**src/sv/msp_pkg.sv**
```systemverilog
package msp_pkg;

    // Two-bit symbol codes.
    localparam logic [1:0] SYM_DIT   = 2'b10;
    localparam logic [1:0] SYM_DAH   = 2'b01;
    localparam logic [1:0] SYM_SPACE = 2'b11;
    localparam logic [1:0] SYM_EOC   = 2'b00;

    // Request opcodes.
    localparam logic OP_ENCODE = 1'b0;
    localparam logic OP_FLUSH  = 1'b1;

    // Character codes that need special handling.
    localparam logic [7:0] CHAR_SPACE   = 8'h20;
    localparam logic [7:0] CHAR_UPPER_A = 8'h41;
    localparam logic [7:0] CHAR_UPPER_Z = 8'h5A;
    localparam logic [7:0] CASE_OFFSET  = 8'h20;

    // Sizes of the symbol buffers.
    localparam int BYTE_SYMS = 4;
    localparam int PAT_W     = 15;
    localparam int CODE_W    = 32;
    localparam int BUF_W     = 40;
    localparam int NSYM_W    = 5;

    // One dot/dash pattern: length and pattern bits, dash = 1, last element in bit 0.
    typedef struct packed {
        logic [3:0]       len;
        logic [PAT_W-1:0] pat;
    } msp_code_t;

    // One classified request as it travels from front to back.
    typedef struct packed {
        logic              flush;
        logic [NSYM_W-1:0] nsym;
        logic [CODE_W-1:0] syms;
    } msp_entry_t;

    // Morse pattern of a lowercase character; unknown bytes give eight dits.
    function automatic msp_code_t code_lookup(logic [7:0] c);
        msp_code_t k;
        unique case (c)
            "a":   k = '{4'd2, 15'b01};
            "b":   k = '{4'd4, 15'b1000};
            "c":   k = '{4'd4, 15'b1010};
            "d":   k = '{4'd3, 15'b100};
            "e":   k = '{4'd1, 15'b0};
            "f":   k = '{4'd4, 15'b0010};
            "g":   k = '{4'd3, 15'b110};
            "h":   k = '{4'd4, 15'b0000};
            "i":   k = '{4'd2, 15'b00};
            "j":   k = '{4'd4, 15'b0111};
            "k":   k = '{4'd3, 15'b101};
            "l":   k = '{4'd4, 15'b0100};
            "m":   k = '{4'd2, 15'b11};
            "n":   k = '{4'd2, 15'b10};
            "o":   k = '{4'd3, 15'b111};
            "p":   k = '{4'd4, 15'b0110};
            "q":   k = '{4'd4, 15'b1101};
            "r":   k = '{4'd3, 15'b010};
            "s":   k = '{4'd3, 15'b000};
            "t":   k = '{4'd1, 15'b1};
            "u":   k = '{4'd3, 15'b001};
            "v":   k = '{4'd4, 15'b0001};
            "w":   k = '{4'd3, 15'b011};
            "x":   k = '{4'd4, 15'b1001};
            "y":   k = '{4'd4, 15'b1011};
            "z":   k = '{4'd4, 15'b1100};
            "&":   k = '{4'd5, 15'b01000};
            8'h27: k = '{4'd6, 15'b011110};
            "@":   k = '{4'd6, 15'b011010};
            "(":   k = '{4'd5, 15'b10110};
            ")":   k = '{4'd6, 15'b101101};
            ":":   k = '{4'd6, 15'b111000};
            ",":   k = '{4'd6, 15'b110011};
            "=":   k = '{4'd5, 15'b10001};
            "!":   k = '{4'd6, 15'b101011};
            ".":   k = '{4'd6, 15'b010101};
            "-":   k = '{4'd6, 15'b100001};
            "%":   k = '{4'd15, 15'b111111001011111};
            "+":   k = '{4'd5, 15'b01010};
            8'h22: k = '{4'd6, 15'b010010};
            "?":   k = '{4'd6, 15'b001100};
            "/":   k = '{4'd5, 15'b10010};
            8'h0A: k = '{4'd4, 15'b0101};
            "0":   k = '{4'd5, 15'b11111};
            "1":   k = '{4'd5, 15'b01111};
            "2":   k = '{4'd5, 15'b00111};
            "3":   k = '{4'd5, 15'b00011};
            "4":   k = '{4'd5, 15'b00001};
            "5":   k = '{4'd5, 15'b00000};
            "6":   k = '{4'd5, 15'b10000};
            "7":   k = '{4'd5, 15'b11000};
            "8":   k = '{4'd5, 15'b11100};
            "9":   k = '{4'd5, 15'b11110};
            default: k = '{4'd8, 15'b0};
        endcase
        return k;
    endfunction

    // Expand a pattern into left-aligned two-bit symbols; the slots after it
    // stay zero, which is the end-of-character mark.
    function automatic logic [CODE_W-1:0] code_symbols(msp_code_t k);
        logic [CODE_W-1:0] s;
        logic [3:0]        idx;
        s = '0;
        for (int i = 0; i < PAT_W; i++) begin
            idx = k.len - 4'(i) - 4'd1;
            if (4'(i) < k.len) begin
                s[CODE_W-1-2*i -: 2] = k.pat[idx] ? SYM_DAH : SYM_DIT;
            end
        end
        return s;
    endfunction

endpackage

```
**src/sv/msp_in_if.sv**
```systemverilog
interface msp_in_if;
    logic       valid;
    logic       ready;
    logic       op;
    logic [7:0] char_code;

    modport source (output valid, output op, output char_code, input ready);
    modport sink (input valid, input op, input char_code, output ready);
endinterface

```
**src/sv/msp_out_if.sv**
```systemverilog
interface msp_out_if;
    logic       valid;
    logic       ready;
    logic [7:0] packed_byte;
    logic       last_of_run;

    modport source (output valid, output packed_byte, output last_of_run, input ready);
    modport sink (input valid, input packed_byte, input last_of_run, output ready);
endinterface

```
**src/sv/morse_symbol_packer_core.sv**
```systemverilog
// Channel        Role    Payload                      Handshake
// char_stream    sink    op, char_code                valid / ready
// byte_stream    source  packed_byte, last_of_run     valid / ready
//
// The back end sends one packed byte per cycle from its output register while
// byte_stream is ready; a request completes 0 to 4 bytes, and that single
// output register sets the sustained rate.
// rst_n clears the queue, the partial byte and the output register at once.
// A stall on byte_stream holds the back end while the front keeps taking
// requests until the QUEUE_DEPTH-entry queue fills.
module morse_symbol_packer_core #(
    parameter int QUEUE_DEPTH = 2
) (
    input  logic       clk,
    input  logic       rst_n,
    msp_in_if.sink     char_stream,
    msp_out_if.source  byte_stream
);

    logic                push, pop, full, head_valid;
    msp_pkg::msp_entry_t push_entry, head_entry;

    // Front end: handshake and character classification.
    msp_front u_front (
        .char_stream (char_stream),
        .full        (full),
        .push        (push),
        .entry       (push_entry)
    );

    // Queue between classification and packing.
    msp_queue #(
        .DEPTH (QUEUE_DEPTH)
    ) u_queue (
        .clk        (clk),
        .rst_n      (rst_n),
        .push       (push),
        .push_entry (push_entry),
        .pop        (pop),
        .full       (full),
        .head_valid (head_valid),
        .head_entry (head_entry)
    );

    // Back end: symbol packing and byte output.
    msp_back u_back (
        .clk         (clk),
        .rst_n       (rst_n),
        .head_valid  (head_valid),
        .head_entry  (head_entry),
        .pop         (pop),
        .byte_stream (byte_stream)
    );

endmodule

```
**src/sv/msp_front.sv**
```systemverilog
module msp_front (
    msp_in_if.sink              char_stream,
    input  logic                full,
    output logic                push,
    output msp_pkg::msp_entry_t entry
);

    logic [7:0]         c_fold;
    msp_pkg::msp_code_t code;

    // Take a request whenever the queue has room.
    assign char_stream.ready = !full;
    assign push              = char_stream.valid && !full;

    // Fold uppercase letters and look up the pattern.
    always_comb
    begin
        if (char_stream.char_code >= msp_pkg::CHAR_UPPER_A &&
            char_stream.char_code <= msp_pkg::CHAR_UPPER_Z)
        begin
            c_fold = char_stream.char_code + msp_pkg::CASE_OFFSET;
        end
        else
        begin
            c_fold = char_stream.char_code;
        end
        code = msp_pkg::code_lookup(c_fold);
    end

    // Classify the request into a symbol run for the back end.
    always_comb
    begin
        if (char_stream.op == msp_pkg::OP_FLUSH)
        begin
            entry = '{flush: 1'b1, nsym: '0, syms: '0};
        end
        else if (c_fold == msp_pkg::CHAR_SPACE)
        begin
            entry = '{flush: 1'b0, nsym: 5'd1,
                      syms: {msp_pkg::SYM_SPACE, {(msp_pkg::CODE_W-2){1'b0}}}};
        end
        else
        begin
            entry = '{flush: 1'b0,
                      nsym: 5'(code.len) + 5'd1,
                      syms: msp_pkg::code_symbols(code)};
        end
    end

endmodule

```
**src/sv/msp_queue.sv**
```systemverilog
module msp_queue #(
    parameter int DEPTH = 2
) (
    input  logic                clk,
    input  logic                rst_n,
    input  logic                push,
    input  msp_pkg::msp_entry_t push_entry,
    input  logic                pop,
    output logic                full,
    output logic                head_valid,
    output msp_pkg::msp_entry_t head_entry
);

    localparam int PTR_W = (DEPTH > 1) ? $clog2(DEPTH) : 1;
    localparam int CNT_W = $clog2(DEPTH + 1);

    msp_pkg::msp_entry_t mem [DEPTH];

    logic [PTR_W-1:0] wr_ptr_reg, wr_ptr_next;
    logic [PTR_W-1:0] rd_ptr_reg, rd_ptr_next;
    logic [CNT_W-1:0] count_reg, count_next;
    logic             do_push, do_pop;

    assign full       = (count_reg == CNT_W'(DEPTH));
    assign head_valid = (count_reg != '0);
    assign head_entry = mem[rd_ptr_reg];
    assign do_push    = push && !full;
    assign do_pop     = pop && head_valid;

    // Pointer and fill count updates.
    always_comb
    begin
        wr_ptr_next = wr_ptr_reg;
        rd_ptr_next = rd_ptr_reg;
        count_next  = count_reg;
        if (do_push)
        begin
            wr_ptr_next = (wr_ptr_reg == PTR_W'(DEPTH - 1)) ? '0 : wr_ptr_reg + 1'b1;
        end
        if (do_pop)
        begin
            rd_ptr_next = (rd_ptr_reg == PTR_W'(DEPTH - 1)) ? '0 : rd_ptr_reg + 1'b1;
        end
        if (do_push && !do_pop)
        begin
            count_next = count_reg + 1'b1;
        end
        else if (!do_push && do_pop)
        begin
            count_next = count_reg - 1'b1;
        end
    end

    always_ff @(posedge clk or negedge rst_n)
    begin
        if (!rst_n)
        begin
            wr_ptr_reg <= '0;
            rd_ptr_reg <= '0;
            count_reg  <= '0;
        end
        else
        begin
            wr_ptr_reg <= wr_ptr_next;
            rd_ptr_reg <= rd_ptr_next;
            count_reg  <= count_next;
        end
    end

    // Entry storage.
    always_ff @(posedge clk)
    begin
        if (do_push)
        begin
            mem[wr_ptr_reg] <= push_entry;
        end
    end

endmodule

```
**src/sv/msp_back.sv**
```systemverilog
module msp_back (
    input  logic                clk,
    input  logic                rst_n,
    input  logic                head_valid,
    input  msp_pkg::msp_entry_t head_entry,
    output logic                pop,
    msp_out_if.source           byte_stream
);

    localparam int BUF_W  = msp_pkg::BUF_W;
    localparam int NSYM_W = msp_pkg::NSYM_W;

    logic [7:0]        partial_reg, partial_next;
    logic [1:0]        slot_reg, slot_next;
    logic              busy_reg, busy_next;
    logic [BUF_W-1:0]  buf_reg, buf_next;
    logic [NSYM_W-1:0] cnt_reg, cnt_next;
    logic              out_valid_reg, out_valid_next;
    logic [7:0]        out_byte_reg, out_byte_next;
    logic              out_last_reg, out_last_next;

    logic [NSYM_W-1:0] head_nsym;
    logic [BUF_W-1:0]  load_buf, cur_buf, rem_buf, fin_buf;
    logic [NSYM_W-1:0] load_cnt, cur_cnt, rem_cnt, fin_cnt;
    logic              cur_valid, slot_free, has_byte, step, done;

    // A flush pads with end marks past two of them up to the byte boundary.
    always_comb
    begin
        if (head_entry.flush)
        begin
            unique case (slot_reg)
                2'd0:    head_nsym = 5'd4;
                2'd1:    head_nsym = 5'd3;
                2'd2:    head_nsym = 5'd2;
                default: head_nsym = 5'd5;
            endcase
        end
        else
        begin
            head_nsym = head_entry.nsym;
        end
    end

    // Join the partial byte with the new run of symbols.
    assign load_buf = {partial_reg, {(BUF_W-8){1'b0}}}
                    | ({head_entry.syms, 8'b0} >> {slot_reg, 1'b0});
    assign load_cnt = NSYM_W'(slot_reg) + head_nsym;

    assign cur_valid = busy_reg || head_valid;
    assign cur_buf   = busy_reg ? buf_reg : load_buf;
    assign cur_cnt   = busy_reg ? cnt_reg : load_cnt;
    assign slot_free = !out_valid_reg || byte_stream.ready;
    assign has_byte  = (cur_cnt >= NSYM_W'(msp_pkg::BYTE_SYMS));
    assign rem_buf   = cur_buf << 8;
    assign rem_cnt   = cur_cnt - NSYM_W'(msp_pkg::BYTE_SYMS);
    assign fin_buf   = has_byte ? rem_buf : cur_buf;
    assign fin_cnt   = has_byte ? rem_cnt : cur_cnt;

    // A step sends at most one byte; a byteless run ends at its first step.
    assign step = cur_valid && (!has_byte || slot_free);
    assign done = step && (!has_byte || (rem_cnt < NSYM_W'(msp_pkg::BYTE_SYMS)));
    assign pop  = step && !busy_reg;

    // Next state of the packer and the output register.
    always_comb
    begin
        partial_next   = partial_reg;
        slot_next      = slot_reg;
        busy_next      = busy_reg;
        buf_next       = buf_reg;
        cnt_next       = cnt_reg;
        out_valid_next = out_valid_reg && !byte_stream.ready;
        out_byte_next  = out_byte_reg;
        out_last_next  = out_last_reg;
        if (step && has_byte)
        begin
            out_valid_next = 1'b1;
            out_byte_next  = cur_buf[BUF_W-1 -: 8];
            out_last_next  = done;
            buf_next       = rem_buf;
            cnt_next       = rem_cnt;
        end
        if (step)
        begin
            busy_next = !done;
        end
        if (done)
        begin
            partial_next = fin_buf[BUF_W-1 -: 8];
            slot_next    = fin_cnt[1:0];
        end
    end

    always_ff @(posedge clk or negedge rst_n)
    begin
        if (!rst_n)
        begin
            partial_reg   <= '0;
            slot_reg      <= '0;
            busy_reg      <= 1'b0;
            out_valid_reg <= 1'b0;
        end
        else
        begin
            partial_reg   <= partial_next;
            slot_reg      <= slot_next;
            busy_reg      <= busy_next;
            out_valid_reg <= out_valid_next;
        end
    end

    // Payload registers.
    always_ff @(posedge clk)
    begin
        buf_reg      <= buf_next;
        cnt_reg      <= cnt_next;
        out_byte_reg <= out_byte_next;
        out_last_reg <= out_last_next;
    end

    assign byte_stream.valid       = out_valid_reg;
    assign byte_stream.packed_byte = out_byte_reg;
    assign byte_stream.last_of_run = out_last_reg;

endmodule

```
**src/flat_wrapper.sv**
```systemverilog
// flat-port wrapper written by rule: the top's interface ports become plain ports
module morse_symbol_packer_core_flat 
#(
    parameter int QUEUE_DEPTH = 2
)
  (clk, rst_n, char_stream_valid, char_stream_op, char_stream_char_code, char_stream_ready, byte_stream_valid, byte_stream_packed_byte, byte_stream_last_of_run, byte_stream_ready);
  msp_in_if char_stream_i ();
  msp_out_if byte_stream_i ();
  input  logic clk;
  input  logic rst_n;
  input wire logic [$bits(char_stream_i.valid)-1:0] char_stream_valid;
  input wire logic [$bits(char_stream_i.op)-1:0] char_stream_op;
  input wire logic [$bits(char_stream_i.char_code)-1:0] char_stream_char_code;
  output wire logic [$bits(char_stream_i.ready)-1:0] char_stream_ready;
  output wire logic [$bits(byte_stream_i.valid)-1:0] byte_stream_valid;
  output wire logic [$bits(byte_stream_i.packed_byte)-1:0] byte_stream_packed_byte;
  output wire logic [$bits(byte_stream_i.last_of_run)-1:0] byte_stream_last_of_run;
  input wire logic [$bits(byte_stream_i.ready)-1:0] byte_stream_ready;
  assign char_stream_i.valid = char_stream_valid;
  assign char_stream_i.op = char_stream_op;
  assign char_stream_i.char_code = char_stream_char_code;
  assign char_stream_ready = char_stream_i.ready;
  assign byte_stream_valid = byte_stream_i.valid;
  assign byte_stream_packed_byte = byte_stream_i.packed_byte;
  assign byte_stream_last_of_run = byte_stream_i.last_of_run;
  assign byte_stream_i.ready = byte_stream_ready;
  morse_symbol_packer_core #(.QUEUE_DEPTH(QUEUE_DEPTH)) u_core (.clk(clk), .rst_n(rst_n), .char_stream(char_stream_i), .byte_stream(byte_stream_i));
endmodule
```
**config.mk**
```make
export PLATFORM = sky130hd
export DESIGN_NAME = morse_symbol_packer_core_flat
export DESIGN_NICKNAME = d
export VERILOG_FILES = /design/src/sv/msp_pkg.sv /design/src/sv/msp_in_if.sv /design/src/sv/msp_out_if.sv /design/src/sv/morse_symbol_packer_core.sv /design/src/sv/msp_front.sv /design/src/sv/msp_queue.sv /design/src/sv/msp_back.sv /design/src/flat_wrapper.sv
export SDC_FILE = /design/constraint.sdc
export NUM_CORES = 1
export LEC_CHECK = 0
export BUFFER_PORTS_ARGS = -buffer_cell sky130_fd_sc_hd__buf_2
export CAP_MARGIN = 20
export CORE_MARGIN = 5
export CORE_UTILIZATION = 55
export DETAILED_ROUTE_END_ITERATION = 10
export GPL_TIMING_DRIVEN = 0
export PLACE_DENSITY = 0.74
export SLEW_MARGIN = 0
export SYNTH_ARGS = -nofsm -noshare
export SYNTH_HDL_FRONTEND = slang
export SYNTH_SLANG_ARGS = --single-unit
```
**constraint.sdc**
```tcl
create_clock -name clk -period 17.2 [get_ports clk]
set_clock_uncertainty 0.15 [all_clocks]
set_input_delay 3.44 -clock clk [delete_from_list [all_inputs] [get_ports clk]]
set_output_delay 3.44 -clock clk [all_outputs]
set_load 0.02 [all_outputs]
```
Yosys cells after proc, flatten, opt, wreduce, memory -nomap -nowiden
Memory sizes are Yosys's and may differ from the RTL's.
Index checks and enable logic that the tools add are counted.
- reductions and logical operators: 26
- bitwise logic cells: 1
- shift-type cells: 1
- div/mod/pow operators: 0
- multiply operators: 0
- eq/ne operators: 4
- order comparisons: 34
- $add $sub $neg: 36
- muxes and demuxes: 77
- operators with widths (operator ; number):
    40-bit two-way mux ; 2
    4-bit by 5-bit < comparator with 1-bit output, second input constant ; 15
    2-bit two-way mux ; 33
    1-bit binary-select mux with 4-bit select ; 15
    4-bit by 1-bit subtractor with 4-bit output, second input constant ; 15
    40-bit OR ; 1
    40-bit by 3-bit >> shifter with 40-bit output ; 1
    38-bit two-way mux ; 1
    37-bit two-way mux ; 1
    4-bit < comparator, first input constant ; 7
    4-bit subtractor, second input constant ; 7
    1-bit two-way mux ; 20
    19-bit two-way mux ; 1
    3-bit by 4-bit < comparator with 1-bit output, first input constant ; 4
    4-bit by 3-bit subtractor with 4-bit output, second input constant ; 4
    1-bit logical AND ; 11
    5-bit two-way mux ; 2
    3-bit one-hot mux with 3 select lines ; 1
    8-bit by 6-bit adder with 8-bit output, second input constant ; 1
    8-bit by 6-bit equality test with 1-bit output, second input constant ; 1
    8-bit by 7-bit greater-or-equal comparator with 1-bit output, second input constant ; 1
    8-bit by 7-bit less-or-equal comparator with 1-bit output, second input constant ; 1
    1-bit zero test ; 8
    1-bit by 4-bit < comparator with 1-bit output, first input constant ; 2
    other kinds (16) ; 24
- latch bits: 0
- ROM bits: 2176
- memories kept: 2
- input bits: 13
- memory bits (writable): 76
- flip-flop bits (word level): 62
- logic and storage cells: 192
- memory list (name ; words ; width ; rd ports ; clocked after memory_dff ; write ports ; line ; text):
    (name not given) ; 128 ; 17 ; 1 ; 0 ; 0 ; msp_pkg.sv:42 ; unique case (c)
    u_core.u_queue.mem ; 2 ; 38 ; 1 ; 0 ; 1 ; msp_queue.sv:17 ; msp_pkg::msp_entry_t mem [DEPTH];

Depth between registers and ports, before layout
- word-level depth: 14
- depth in mapped cells: 20

Hierarchy
A second synthesis with hierarchy kept.
- cells, all modules: 864
- area total of the unflattened synthesis: 9047.4 um^2
- modules (own cells, without submodules) (module ; times used ; cells an instance ; area each (um^2) ; sequential area each (um^2)):
    msp_back ; 1 ; 320 ; 3384.5 ; 1621.6
    msp_queue ; 1 ; 137 ; 2989.1 ; 2382.3
    msp_front ; 1 ; 407 ; 2673.8 ; 0.0

Worst setup path before layout
Ideal clock, no wire load.
- path type: input -> register
- start: in char_stream_char_code[0]
- end: mem u_core.u_queue.mem[0][23] (netlist bit), data pin
- stages on the path: 15
- arrival time: 6932 ps
- path slack: 9860 ps
- path through: clkbuf_1 inv_1 ha_1 nor4b_2 o2bb2ai_1 a21o_1 nor4_1 a31oi_4 ha_1 buf_1 nand3_1 o211a_1 and2_1 or3_1 and3_1
- RTL lines (element ; line ; text):
    start: declaration ; flat_wrapper.sv:13 ; input wire logic [$bits(char_stream_i.char_code)-1:0] char_stream_char_code;
    end: declaration ; msp_queue.sv:17 ;

==> reports/qor.csv <==
metric,value,unit
worstSkewPairLatency,0.42,ns
ys.flop_type,edfxtp_1,
crit_path_start_kind,primary input,
grt_pass1_vias,6396,
grt_usage,24.4,%
utilization,62.9,%
p_total,1650,µW
hold_path.class,flop to flop,
die_area,18200,µm²
postCtsSetupBuffers,0,
synth_edf_count,114,
portBuffers,23,
cp-end-kind,flop,
grt_max_degree,37,
hold_start,u_core.u_back.partial_reg[1],
synthCells,760,
fp.dieH,135,µm
synthArstFlopShare,12.3,%
rsz0062_at_grt,false,
cts_buffer_depth,2,
routedWlPerCell,21.0,µm
syn_to_final_growth,12.1,%
cp.required,17.23,ns
cts_resized,0,
path_clk_slew,0.06,ns
synth_warnings,0,
numCtsBuffers,17,
ir_drop,0.0000876,V
antenna_cells,0,
antenna_found_initial,0,
layout_min_cycle_time,8.21,ns
drcViolationCount,0,
ys_seq_area_share,44.7,%
drv_cap,0,
crit_type,primary input to flop,
cts-htree-levels,4,
slew_viol_final,0,
num_rows,45,
p_per_area,172,nW/µm²
cts_hold_buf,0,
relSlewSlack,32.6,%
core_area,15300,µm²
vias,6527,
drt_wl_total,21600,µm
ios,24,
hold_violations,0,
drt-initial-drc-count,702,
largest_reg_flops,72,
crit_path_start,char_stream_char_code[0],
setup-tns-final,0,ns
grt_pass1_wl,34800,µm
grt.overflow.total,0,
status,"finished, final reports clean",
arrival,8.25,ns
cts.sinks,130,
start_util,56.1,%
cts_tree,yes,
ant_nets,0,
hpwl,15800,µm
place_congestion,0.966,
routed_via_density,6.34,
crit_fanout,10,
dr.pass1.iters,5,
syn_avg_cell_area,11.3,µm²
r2r_start,u_core.u_back.slot_reg[1],
p_leak,0.00369,µW
cts_root_buf,clkbuf_16,
syn_nets,802,
syn_area,8560,µm²
ys_types,89,
fmax,122,MHz
tightestPinTransition,0.998,ns
synth_seq_cells,130,
drive_gt1_share,17.9,%
nNetsFinal,848,
post-route-period-util,47.7,%
die_x,135,µm
setup_viol,0,
-- worst paths after layout --
kind / end / slack [ns] / cells past startpoint
hold / removal: u_core.u_back.partial_reg[1] / 0.37 / 2
max in group asynchronous: u_core.u_queue.wr_ptr_reg / 13.83 / 1
setup reg to reg: u_core.u_back.buf_reg[26] / 11.40 / 17
setup / recovery: u_core.u_queue.mem[1][7] / 8.99 / 17
hold reg to reg: u_core.u_back.partial_reg[1] / 0.37 / 2
min in group asynchronous: u_core.u_back.busy_reg / 2.78 / 1
-- worst max-delay path, cell delays in order --
cell and delay, ns:
buf_2 0.14, clkbuf_1 0.43, inv_1 0.19, ha_1 0.30, nor4b_2 0.18, o2bb2ai_1 0.22
a21o_1 0.31, nor2_1 0.39, nand2_2 0.18, clkbuf_1 0.26, ha_1 0.33, buf_1 0.35
clkinv_1 0.39, a32oi_1 0.41, o211a_1 0.23, nor3_1 0.08, nor4b_1 0.40
-- metrics by stage --
stage / setup WS, ns / std cells / instance area (µm²) / hold slack (ns)
global placement: 8.32 / 994 / 8940 / 0.325
floorplan: 9.86 / 760 / 8560 / 0.311
global route: 8.69 / 1030 / 9600 / 0.404
detailed placement: 8.67 / 998 / 9010 / 0.359
finish: 8.99 / 1030 / 9600 / 0.371
CTS: 9.08 / 1030 / 9600 / 0.372
-- report_power, final --
part	switching, µW	leakage [µW]	internal (µW)	total (µW)
logic	433	0.00211	296	729
clock network	148	0.000285	206	354
registers	53.2	0.00129	516	569
-- area by class of cell --
cell class,instances,area [µm²]
Buffer,42,190
Clock buffer,17,425
Clock inverter,15,163
Fill cell,1167,5660
Inverter,32,123
Multi-Input combinational cell,556,4440
Sequential cell,130,3820
Tap cell,211,264
Timing Repair Buffer,27,173
-- metal layers --
layer | global-route usage, % | share of wire [%] | up-vias
met4 | 10.7 | 3.5 | 0
met1 | 32.0 | 42 | 3190
met3 | 4.21 | 5.9 | 60
li1 | - | - | 3000
met2 | 39.9 | 49 | 277
met5 | 0 | 0 | -
-- Yosys cell counts, types with 8 or more instances --
cell type,count,area share [%]
nor3_1,23,1.3
nor2b_1,11,0.80
nand2_1,64,2.8
mux2i_1,60,7.0
buf_2,11,0.64
nor2_1,43,1.9
clkbuf_1,23,1.0
inv_1,28,1.2
mux2_2,10,1.3
o21ai_0,47,2.7
dfrtp_1,16,4.7
nand3_1,22,1.3
xnor2_1,9,0.92
and3_1,11,0.80
ha_1,28,4.1
or3_1,8,0.58
mux4_2,30,7.9
nand2b_1,18,1.3
o211ai_1,12,1.1
edfxtp_1,114,40
a21oi_1,40,2.3
-- kinds of logic after synthesis --
family | Yosys count | share of synthesized area [%]
buffers and inverters | 74 | 3.65
AO/OA/AOI/OAI | 177 | 15.0
AND/OR/NAND/NOR | 230 | 13.6
flip-flops | 130 | 44.7
adder cells (fa/ha/maj) | 29 | 4.33
XOR/XNOR | 18 | 2.11
multiplexers | 102 | 16.7
-- placed cells by master, fill, tap and decap left out, drive strengths merged, types with 16 or more instances in the layout --
cell / synthesis / routed
nand2b: 18 / 18
buf: 19 / 46
nand2: 65 / 65
dfrtp: 16 / 16
mux4: 30 / 30
edfxtp: 114 / 114
ha: 28 / 28
clkbuf: 23 / 40
nand3: 22 / 22
inv: 31 / 41
o21ai: 50 / 50
nor3: 23 / 23
a21oi: 41 / 41
nor2: 43 / 43
mux2i: 61 / 61
Note: power is estimated with default switching activity, not from simulation.
